<file path="src/hdl/dpfp_pkg.sv">
// ----------------------------------------------------------------------------
// dpfp_pkg: shared constants of the decimal price parser
// ASCII codes of the price syntax, the signed 64-bit magnitude limit and the
// default number of fraction digits
// ----------------------------------------------------------------------------
package dpfp_pkg;

  localparam int unsigned DEFAULT_FRACTION_DIGITS = 4;

  localparam logic [7:0] CHAR_MINUS = 8'h2d;
  localparam logic [7:0] CHAR_PLUS  = 8'h2b;
  localparam logic [7:0] CHAR_POINT = 8'h2e;
  localparam logic [7:0] CHAR_ZERO  = 8'h30;
  localparam logic [7:0] CHAR_NINE  = 8'h39;

  // largest magnitude allowed for either sign
  localparam logic [63:0] POS_LIMIT = 64'h7fff_ffff_ffff_ffff;

endpackage

</file>
<file path="src/hdl/decimal_price_to_fixed_point_parser.sv">
// ----------------------------------------------------------------------------
// decimal_price_to_fixed_point_parser: ASCII price field to fixed point
// Parses one price field, a character per transaction, into a signed value
// scaled by ten to the FRACTION_DIGITS, with an error flag
// ----------------------------------------------------------------------------
// usage
//   item channel (item_valid / item_ready): one character per transaction;
//   has_char marks the character as part of the field, end_of_field closes
//   the field (an end with no character before it is an empty field)
//   result channel (result_valid / result_ready): one transaction per field,
//   price_value and parse_error; the value is zero whenever parse_error is set
// throughput and stages
//   one transaction per cycle is taken while item_ready is high; the field
//   state of a closing transaction is snapshotted into a finish register on
//   the accepting edge, then whole part and fraction are summed, range
//   checked and signed into the result register once that register is free
// reset
//   synchronous rst clears the field state and empties both stages
// stalls
//   a held result keeps its value; the finish register still takes one more
//   closed field, after which item_ready drops until result_ready frees a slot
// ----------------------------------------------------------------------------
module decimal_price_to_fixed_point_parser #(
  parameter int unsigned FRACTION_DIGITS = dpfp_pkg::DEFAULT_FRACTION_DIGITS
) (
  input  logic               clk,
  input  logic               rst,
  input  logic               item_valid,
  output logic               item_ready,
  input  logic [7:0]         character,
  input  logic               has_char,
  input  logic               end_of_field,
  output logic               result_valid,
  input  logic               result_ready,
  output logic signed [63:0] price_value,
  output logic               parse_error
);
  import dpfp_pkg::*;

  // scale and the largest whole part that still fits after scaling
  localparam logic [63:0] SCALE  = 64'd10 ** FRACTION_DIGITS;
  localparam logic [63:0] WMAX   = POS_LIMIT / SCALE;
  localparam int unsigned FRAC_W = $clog2(SCALE);
  localparam int unsigned CNT_W  = $clog2(FRACTION_DIGITS + 1);
  localparam int unsigned WGT_N  = 2 ** CNT_W;

  // field state; the whole part is kept already multiplied by SCALE
  logic              at_start;
  logic              is_neg;
  logic              seen_point;
  logic              have_whole;
  logic [62:0]       whole;
  logic [FRAC_W-1:0] frac;
  logic [CNT_W-1:0]  frac_cnt;
  logic              err;

  logic              at_start_next;
  logic              is_neg_next;
  logic              seen_point_next;
  logic              have_whole_next;
  logic [62:0]       whole_next;
  logic [FRAC_W-1:0] frac_next;
  logic [CNT_W-1:0]  frac_cnt_next;
  logic              err_next;
  logic              field_err;

  // finish stage
  logic              fin_valid;
  logic [62:0]       fin_whole;
  logic [FRAC_W-1:0] fin_frac;
  logic              fin_neg;
  logic              fin_err;

  logic              accept;
  logic              out_load;

  // constant tables: digit times SCALE, whole-part limit per digit (scaled),
  // and the place weight of each fraction digit (already right-padded)
  logic [62:0]       digit_weight [16];
  logic [62:0]       whole_limit  [16];
  logic [FRAC_W-1:0] frac_weight  [WGT_N];

  for (genvar g = 0; g < 16; g++) begin : g_digit_tab
    if (g < 10) begin : g_used
      localparam logic [63:0] DW  = 64'(g) * SCALE;
      localparam logic [63:0] LIM = ((WMAX - 64'(g)) / 64'd10) * SCALE;
      assign digit_weight[g] = DW[62:0];
      assign whole_limit[g]  = LIM[62:0];
    end else begin : g_unused
      assign digit_weight[g] = '0;
      assign whole_limit[g]  = '0;
    end
  end

  for (genvar g = 0; g < WGT_N; g++) begin : g_frac_tab
    if (g < FRACTION_DIGITS) begin : g_used
      localparam logic [63:0] FW = 64'd10 ** (FRACTION_DIGITS - 1 - g);
      assign frac_weight[g] = FW[FRAC_W-1:0];
    end else begin : g_unused
      assign frac_weight[g] = '0;
    end
  end

  // handshake: the finish register is the only slot the input waits on
  assign out_load   = fin_valid && (!result_valid || result_ready);
  assign item_ready = !fin_valid || out_load;
  assign accept     = item_valid && item_ready;

  // character decode and state update
  logic              is_digit;
  logic [3:0]        digit;
  logic [62:0]       whole_x10;
  logic [FRAC_W+3:0] frac_prod;

  assign is_digit  = (character >= CHAR_ZERO) && (character <= CHAR_NINE);
  assign digit     = character[3:0];
  assign whole_x10 = {whole[59:0], 3'b000} + {whole[61:0], 1'b0} + digit_weight[digit];
  assign frac_prod = (FRAC_W + 4)'(digit) * (FRAC_W + 4)'(frac_weight[frac_cnt]);

  always_comb begin
    at_start_next   = at_start;
    is_neg_next     = is_neg;
    seen_point_next = seen_point;
    have_whole_next = have_whole;
    whole_next      = whole;
    frac_next       = frac;
    frac_cnt_next   = frac_cnt;
    err_next        = err;
    if (has_char) begin
      at_start_next = 1'b0;
      if (!err) begin
        if (is_digit) begin
          if (!seen_point) begin
            // would exceed the largest whole part for this scale
            if (whole > whole_limit[digit]) begin
              err_next = 1'b1;
            end else begin
              whole_next = whole_x10;
            end
            have_whole_next = 1'b1;
          end else if (frac_cnt >= CNT_W'(FRACTION_DIGITS)) begin
            err_next = 1'b1;
          end else begin
            frac_next     = frac + frac_prod[FRAC_W-1:0];
            frac_cnt_next = frac_cnt + 1'b1;
          end
        end else if (character == CHAR_MINUS && at_start) begin
          is_neg_next = 1'b1;
        end else if (character == CHAR_PLUS && at_start) begin
          is_neg_next = is_neg;
        end else if (character == CHAR_POINT) begin
          if (seen_point || !have_whole) begin
            err_next = 1'b1;
          end else begin
            seen_point_next = 1'b1;
          end
        end else begin
          err_next = 1'b1;
        end
      end
    end
  end

  // parse error, empty field, sign only or no whole digits
  assign field_err = err_next || at_start_next || !have_whole_next;

  always_ff @(posedge clk) begin
    if (rst) begin
      at_start   <= 1'b1;
      is_neg     <= 1'b0;
      seen_point <= 1'b0;
      have_whole <= 1'b0;
      whole      <= '0;
      frac       <= '0;
      frac_cnt   <= '0;
      err        <= 1'b0;
    end else if (accept) begin
      if (end_of_field) begin
        // field closed: start the next one clean
        at_start   <= 1'b1;
        is_neg     <= 1'b0;
        seen_point <= 1'b0;
        have_whole <= 1'b0;
        whole      <= '0;
        frac       <= '0;
        frac_cnt   <= '0;
        err        <= 1'b0;
      end else begin
        at_start   <= at_start_next;
        is_neg     <= is_neg_next;
        seen_point <= seen_point_next;
        have_whole <= have_whole_next;
        whole      <= whole_next;
        frac       <= frac_next;
        frac_cnt   <= frac_cnt_next;
        err        <= err_next;
      end
    end
  end

  // finish register: snapshot of a closed field
  always_ff @(posedge clk) begin
    if (rst) begin
      fin_valid <= 1'b0;
    end else if (accept && end_of_field) begin
      fin_valid <= 1'b1;
    end else if (out_load) begin
      fin_valid <= 1'b0;
    end
  end

  always_ff @(posedge clk) begin
    if (accept && end_of_field) begin
      fin_whole <= whole_next;
      fin_frac  <= frac_next;
      fin_neg   <= is_neg_next;
      fin_err   <= field_err;
    end
  end

  // sum, range check and sign; the negative form is built alongside the sum
  logic [63:0] sum_pos;
  logic [63:0] sum_neg;
  logic        range_err;
  logic        fin_bad;

  assign sum_pos   = {1'b0, fin_whole} + 64'(fin_frac);
  assign sum_neg   = ~{1'b0, fin_whole} + ~64'(fin_frac) + 64'd2;
  assign range_err = sum_pos[63];
  assign fin_bad   = fin_err || range_err;

  always_ff @(posedge clk) begin
    if (rst) begin
      result_valid <= 1'b0;
    end else if (out_load) begin
      result_valid <= 1'b1;
    end else if (result_ready) begin
      result_valid <= 1'b0;
    end
  end

  always_ff @(posedge clk) begin
    if (out_load) begin
      parse_error <= fin_bad;
      if (fin_bad) begin
        price_value <= '0;
      end else if (fin_neg) begin
        price_value <= sum_neg;
      end else begin
        price_value <= sum_pos;
      end
    end
  end

  // a stalled finish register keeps its field
  a_fin_hold: assert property (@(posedge clk) disable iff (rst)
    fin_valid && !out_load |=> fin_valid && $stable(fin_whole) && $stable(fin_frac))
    else $error("finish register lost a field while stalled");

  // an error result always carries zero
  a_err_zero: assert property (@(posedge clk) disable iff (rst)
    result_valid && parse_error |-> price_value == 64'sd0)
    else $error("error result with non-zero value");

  // a closed field leaves clean state and a pending finish
  a_field_clear: assert property (@(posedge clk) disable iff (rst)
    accept && end_of_field |=> at_start && !err && fin_valid)
    else $error("field state not cleared after field end");

  // fraction digit count stays within the scale
  a_cnt_range: assert property (@(posedge clk) disable iff (rst)
    frac_cnt <= CNT_W'(FRACTION_DIGITS))
    else $error("fraction digit count out of range");

  // a point is only taken after a whole digit
  a_point_order: assert property (@(posedge clk) disable iff (rst)
    seen_point |-> have_whole && !at_start)
    else $error("point recorded without whole digits");

endmodule

</file>
<file path="config.mk">
export PLATFORM = sky130hd
export DESIGN_NAME = decimal_price_to_fixed_point_parser
export DESIGN_NICKNAME = d
export VERILOG_FILES = /design/src/hdl/dpfp_pkg.sv /design/src/hdl/decimal_price_to_fixed_point_parser.sv
export SDC_FILE = /design/constraint.sdc
export NUM_CORES = 1
export LEC_CHECK = 0
export ABC_CLOCK_PERIOD_IN_PS = 8500
export BUFFER_PORTS_ARGS = -buffer_cell sky130_fd_sc_hd__buf_4
export CAP_MARGIN = 20
export CORE_UTILIZATION = 45
export CTS_CLUSTER_DIAMETER = 100
export DETAILED_ROUTE_END_ITERATION = 16
export SETUP_SLACK_MARGIN = 0.05
export SLEW_MARGIN = 20
export SYNTH_ARGS = -nofsm -noshare
export SYNTH_HDL_FRONTEND = slang
export SYNTH_SLANG_ARGS = --single-unit
</file>
<file path="constraint.sdc">
create_clock -name clk -period 8.5 [get_ports clk]
set_input_delay 2.55 -clock clk [delete_from_list [all_inputs] [get_ports clk]]
set_output_delay 2.55 -clock clk [all_outputs]
set_load 0.005 [all_outputs]
</file>
==> summary.md, run 1 <==
| Metric | Value |
|---|---|
| Status | `complete, no violations` |
| Routed via count | `about 19000` |
| Crit end category | `flip-flop` |
| Startpoint type of the worst setup path | `input port` |
| DR DRC count | `0` |
| Worst Hold Path EP | `frac[12]$_SDFFE_PP0P_` |
| Cell taking the most area after synthesis | `edfxtp_1` |
| CTS Hold Bufs | `0` |
| Seq. cell area | `between 6000 and 7000 µm²` |
| Ys flop type | `edfxtp_1` |
| Share of cells above drive strength 1 | `between 7 and 8%` |
| Worst Hold Class | `reg2reg` |
| R2r setup slk | `around 3400 ps` |
| Fin area | `between 20000 and 25000 µm²` |
| Leak | `10.8 nW` |
| Max Cap Viol | `0` |
| Synthesized cell area | `between 20000 and 25000 µm²` |
| GPL Wtd Cong | `0.915` |
| Setup-failing EPs final | `0` |
| Post-CTS repair timing setup buffer count | `0` |
| PortBufs | `80` |
| CORE AREA | `around 50000 µm²` |
| Largest net degree at the start of global routing | `76` |
| Avg Inst Size Synth | `~8.5 µm²` |
| Share of the synthesized area in the top cell type | `19.3%` |
| Area of the multi-input gates | `between 15000 and 20000 µm²` |
| Fmax | `roughly 130 MHz` |
| Final nets | `a little over 3000` |
| Cts bufs inserted | `27` |
| Area delta synth->final | `9.69%` |
| Final period util | `87.7%` |
| Largest cells by area after synthesis | `edfxtp_1, ha_1, dfxtp_1` |
| Number of H-tree levels | `1` |
| Worst-path clk slew | `roughly 60 ps` |
| Grt ovf | `0` |
| RSZ-0062 raised after global routing | `false` |
| First-pass GRT wire length | `just over 100000 µm` |
| Slew Viols, Final | `0` |
| Total GRT Usage | `25.7%` |
| Top-count cell post-synth | `ha_1` |
| R2R Path Start | `whole[5]$_SDFFE_PP0P_` |
| Mapped Cells | `approximately 2600` |
| Number of global-route vias before repair | `roughly 18000` |
| Net Count, Synth | `about 3000` |
| Worst hold path startpoint | `frac[12]$_SDFFE_PP0P_` |
| Max FO, Critical Path | `9` |
| Setup TNS Final | `0 ps` |
| Drt first pass iters | `6` |
| Cts repair resizes | `0` |
| Final WL | `65600 µm` |
| Post-synthesis sequential area ratio | `27.1%` |
| Fill cell count | `~4700` |
| Slew @ Worst Pin | `1050 ps` |
| Die Y | `around 220 µm` |
| FF-to-FF End | `fin_whole[59]$_DFFE_PP_` |
| Yosys reg bits | `roughly 230` |
| Number of enable flip-flop cells after synthesis | `about 140` |
| Final Core Density | `about half` |
| Synth cell count leaders | `ha_1, nand2_1, nor2_1` |
| Root Driver | `clkbuf_16` |
| Tmin final | `roughly 7500 ps` |
| Placed cell areas | `approximately 24000 µm²` |
| Worst Path Required | `8810 ps` |
| Vias per inst | `approximately 5.8` |
| Asr flop ratio synth | `0%` |
| Boundary pin count | `81` |
| Die Wd | `between 200 and 250 µm` |
| Final hold violation count | `0` |
| Worst relative slew slack | `between 20 and 30%` |
| Die Area | `approximately 50000 µm²` |
| Post-DRT Antenna Nets | `0` |
| Initial DRC count | `around 1600` |
| Worst vdd ir | `around 0.00014 V` |
| Critical path type | `in2reg` |
| Clk_skew | `between 20 and 25 ps` |
| Total power | `between 2 and 3 mW` |
| Power per Cell Area | `roughly 120 nW/µm²` |
| Clock sinks | `about 230` |
| Hold path depth | `2` |
| Synth warn | `0` |
| Hold slack | `491 ps` |
| Clk Latency, worst-skew pair | `570 ps` |
| Avg WL per Cell | `around 20 µm` |
| Starting Density | `a little under half` |
| Clock Tree Buf Depth | `3` |
| DP Wirelength | `52300 µm` |
| CP arrival | `approximately 7800 ps` |
| Site Rows | `a little over 80` |
| Antenna violations before repair | `0` |
| CTS tree | `done` |
| Reg2reg path depth | `12` |
| Synth unique cells | `86` |
[metal layers]
layer,up-vias,routed length [µm],GRT usage (%)
met1,9219,31800,36.7
li1,9520,-,-
met4,0,1600,6.82
met2,470,29000,41.1
met5,-,0,0
met3,94,3140,2.48
[through the flow]
stage / cells / setup WS (ps)
3_5_place_dp: 3292 / 485
2_1_floorplan: 2632 / 1710
6_report: 3343 / 1040
3_3_place_gp: 3292 / 615
4_1_cts: 3342 / 1080
5_1_grt: 3342 / 658
[placed cells by master (no fill, tap or decap), types with 40 or more instances in the layout]
cell type	n
o21bai_1	41
edfxtp_1	144
xor2_1	46
buf_4	99
ha_1	308
nor3_1	42
a21o_1	69
a21oi_1	205
inv_1	210
nand4_1	46
nand3_1	58
a211oi_1	48
fa_1	40
xnor2_1	132
o21ai_0	136
nand2_1	258
a22oi_1	43
dfxtp_1	87
nor2_1	216
[state kept, by name, summed over array words and instances (netlist names)]
signal	count
at_start	1
err	1
fin_err	1
fin_frac	14
fin_neg	1
fin_valid	1
fin_whole	63
frac	14
frac_cnt	3
have_whole	1
is_neg	1
parse_error	1
price_value	64
result_valid	1
seen_point	1
whole	63
[cell type report]
class | instances | area share (%)
sequential | 231 | 24.7
tap | 664 | 3.39
inverter | 215 | 3.29
clock inverter | 14 | 0.720
multi-input combinational | 2083 | 61.5
antenna | 1 | 0.0102
timing repair buffer | 99 | 3.03
clock buffer | 36 | 3.36
[worst max-delay path: stages]
cell and delay (ps):
buf_4 150, inv_1 150, ha_1 270, nand3b_1 160, o21ai_0 220, fa_1 540
ha_1 210, a211oi_1 110, o21ai_0 460, nand4_1 200, a2111oi_0 920, o21ai_0 350
a21oi_1 510, a31oi_1 280, o221ai_1 290, xor2_1 110, mux2_2 290
[cell families (layout without fill, tap and decap cells)]
group	Yosys count	after routing	synth area share (%)
flops	231	231	27.1
compound gates	725	725	20.8
mux	42	42	2.09
other cells	0	1	0
simple gates	790	790	16.7
fa+ha+maj	348	348	20.8
xor+xnor	178	178	6.98
buf+inv	318	364	5.50
[power breakdown]
| group | internal [mW] | switching, mW |
|---|---|---|
| logic | 0.176 | 0.283 |
| registers | 1.21 | 0.0190 |
| clock network | 0.778 | 0.502 |
| total | 2.16 | 0.805 |
[worst max-delay path by stage]
stage / startpoint / to / cells past startpoint
2_1_floorplan: character[2] / fin_whole[47]$_DFFE_PP_ / 15
3_3_place_gp: character[3] / fin_whole[59]$_DFFE_PP_ / 16
3_5_place_dp: character[1] / fin_whole[59]$_DFFE_PP_ / 17
5_1_grt: character[1] / fin_whole[55]$_DFFE_PP_ / 17
6_report: character[1] / fin_whole[59]$_DFFE_PP_ / 17
4_1_cts: character[1] / fin_whole[59]$_DFFE_PP_ / 17
Note: power is estimated with default switching activity, not from simulation.
==> inputs of run 2 (changes only) <==
Settings changed: ABC_CLOCK_PERIOD_IN_PS 8500 to 8690, CTS_BUF_LIST from default to sky130_fd_sc_hd__clkbuf_4, REMOVE_ABC_BUFFERS from default to 1.
Clock period 8.5 ns to 8.69 ns, I/O delays scaled along.
==> summary.md, run 2 (synthesis gave the netlist of run 1 again) <==
| Metric | Value |
|---|---|
| Vias per inst | `5.73 (-0.74%)` |
| Final std cells w/o fill | `3419 (+2.3%)` |
| Crit-path cells | `buf_4, inv_2, or3_1, inv_1, fa_1, ha_1, o21ai_0, o21ai_0, nand4_1, a2111oi_0, o21ai_0, a21oi_1, a31oi_1, o221ai_1, xor2_1, mux2_2` |
| CTS tree | `done` |
| Root Driver | `clkbuf_4` |
| Most used cell, CP | `o21ai_0` |
| Grt ovf | `0 (unchanged)` |
| Clk Latency, worst-skew pair | `820 ps (+250 ps)` |
| First-pass GRT wire length | `104000 µm (+1.5%)` |
| Die Y | `225 µm (unchanged)` |
| Startpoint type of the worst setup path | `input port` |
| Post-CTS repair timing setup buffer count | `0 (unchanged)` |
| Largest net degree at the start of global routing | `62 (-18%)` |
| Cts bufs inserted | `68 (+150%)` |
| Slew Viols, Final | `0 (unchanged)` |
| Cts repair resizes | `0 (unchanged)` |
| Routed via count | `19596 (+1.5%)` |
| GPL Wtd Cong | `0.959 (+4.8%)` |
| Largest Register | `price_value` |
| Status | `complete, no violations` |
| Avg WL per Cell | `19.4 µm (-1.0%)` |
| Number of H-tree levels | `3 (+2)` |
| Boundary pin count | `81 (unchanged)` |
| Worst-path clk slew | `70 ps (about the same)` |
| Final WL | `66400 µm (+1.2%)` |
| Antenna violations before repair | `2 (+2)` |
| Die Wd | `225 µm (unchanged)` |
| Final hold violation count | `0 (unchanged)` |
| Initial DRC count | `1468 (-6.1%)` |
| DR DRC count | `0 (unchanged)` |
| CP arrival | `7360 ps (-410 ps)` |
| Max FO, Critical Path | `19 (+10)` |
| Area delta synth->final | `9.42%` |
| Slowest cell on crit path | `a2111oi_0` |
| DP Wirelength | `52100 µm (-0.25%)` |
| Most frequent cells in the layout | `ha_1, nand2_1, nor2_1` |
| Site Rows | `81 (unchanged)` |
| Crit end category | `flip-flop` |
| Final nets | `3059 (+1.3%)` |
| CTS Hold Bufs | `0 (unchanged)` |
| Power per Cell Area | `114 nW/µm² (-5.5%)` |
| Max incr delay on CP | `690 ps (-230 ps)` |
| Clock sinks | `231 (unchanged)` |
| Number of global-route vias before repair | `18842 (+2.0%)` |
| Fmax | `between 100 and 150 MHz` |
| PortBufs | `80 (unchanged)` |
| Clock Tree Buf Depth | `3 (unchanged)` |
| Total GRT Usage | `26.3% (+0.66 points)` |
| Setup TNS Final | `0 ps (unchanged)` |
| Setup-failing EPs final | `0 (unchanged)` |
| RSZ-0062 raised after global routing | `false` |
| Critical path type | `in2reg` |
| Final period util | `about 80%` |
| Hold slack | `502 ps (+10.7 ps)` |
| Top flop regs | `price_value: 64 flops, fin_whole: 63 flops, whole: 63 flops` |
| Max Cap Viol | `0 (unchanged)` |
| Commonest non-fill, non-tap cell in the layout | `ha_1` |
| Worst vdd ir | `0.0000716 V (-47%)` |
| Leak | `10.9 nW (+0.65%)` |
| Max FFs per register | `64 (unchanged)` |
| Tmin final | `slightly below 7000 ps` |
| Post-DRT Antenna Nets | `0 (unchanged)` |
| Die Area | `50600 µm² (unchanged)` |
| Drt first pass iters | `7 (+1)` |
| Starting Density | `45.7% (unchanged)` |
| Slew @ Worst Pin | `1140 ps (+83.8 ps)` |
| CORE AREA | `49000 µm² (unchanged)` |
| Worst Path Required | `9210 ps (+400 ps)` |
| Clk_skew | `57.2 ps (+32.2 ps)` |
| Worst relative slew slack | `24.1% (-5.5 points)` |
| Share of cells above drive strength 1 | `9.89% (+2.1 points)` |
| Inst Count DP | `3291 (-0.030%)` |
| Worst Hold Class | `reg2reg` |
run 2: cell count changes in the layout (fill, tap and decap cells not counted), moves of 3 or more:
cell | previous run | this run
clkbuf_8 | 5 | 0
diode_2 | 1 | 4
clkinv_1 | 3 | 13
clkinv_2 | 0 | 6
clkbuf_16 | 30 | 0
clkbuf_4 | 0 | 103
inv_6 | 4 | 0
run 2: cell type report:
class                      instances  area, µm²
clock buffer                     103        773
multi-input combinational       2083      15100
sequential                       231       6070
timing repair buffer              98        736
inverter                         215        808
antenna                            4       10.0
tap                              664        831
fill                            4752      24500
clock inverter                    21        164
run 2: worst paths after layout:
check | cells after the start | start | slack, ps | endpoint
worst max register to register | 17 | frac_cnt[2]$_SDFFE_PP0P_ | 3580 | frac[13]$_SDFFE_PP0P_
worst min register to register | 1 | whole[62]$_SDFFE_PP0P_ | 500 | whole[62]$_SDFFE_PP0P_
worst min-delay path | 1 | whole[62]$_SDFFE_PP0P_ | 500 | whole[62]$_SDFFE_PP0P_
worst max-delay path | 16 | character[3] | 1840 | fin_whole[59]$_DFFE_PP_
run 2: worst max-delay path: cells and delay by family:
| kind | cells | cell delay, ps |
|---|---|---|
| XOR/XNOR | 1 | 110 |
| multiplexers | 1 | 280 |
| AND/OR/NAND/NOR | 2 | 650 |
| buffers and inverters | 3 | 420 |
| AO/OA/AOI/OAI | 7 | 2500 |
| adder cells (fa/ha/maj) | 2 | 780 |
run 2: power breakdown:
group	leakage [nW]	internal (mW)	switching, mW
combinational	8.23	0.173	0.281
clock	0.559	0.631	0.511
sequential	2.09	1.18	0.0189
total	10.9	1.98	0.812
run 2: through the flow:
step / power, mW / cell area (µm²) / setup WS [ps] / utilization [%]
4_1_cts: 2.83 / 24400 / 1990 / 49.9
2_1_floorplan: 1.54 / 21900 / 1660 / -
3_5_place_dp: 1.67 / 23500 / 1160 / 48.0
5_1_grt: 2.94 / 24500 / 1580 / 50.0
6_report: 2.79 / 24500 / 1840 / 50.0
3_3_place_gp: 1.67 / 23500 / 1330 / 48.0
run 2: routing by layer:
| layer | part of all wire (%) | routed length, µm | GRT usage [%] | up-vias |
|---|---|---|---|---|
| li1 | - | - | - | 9621 |
| met1 | 49 | 32300 | 38.2 | 9211 |
| met2 | 42 | 28200 | 39.4 | 659 |
| met3 | 6.4 | 4230 | 4.43 | 105 |
| met4 | 2.5 | 1680 | 8.54 | 0 |
| met5 | 0 | 0 | 0 | - |
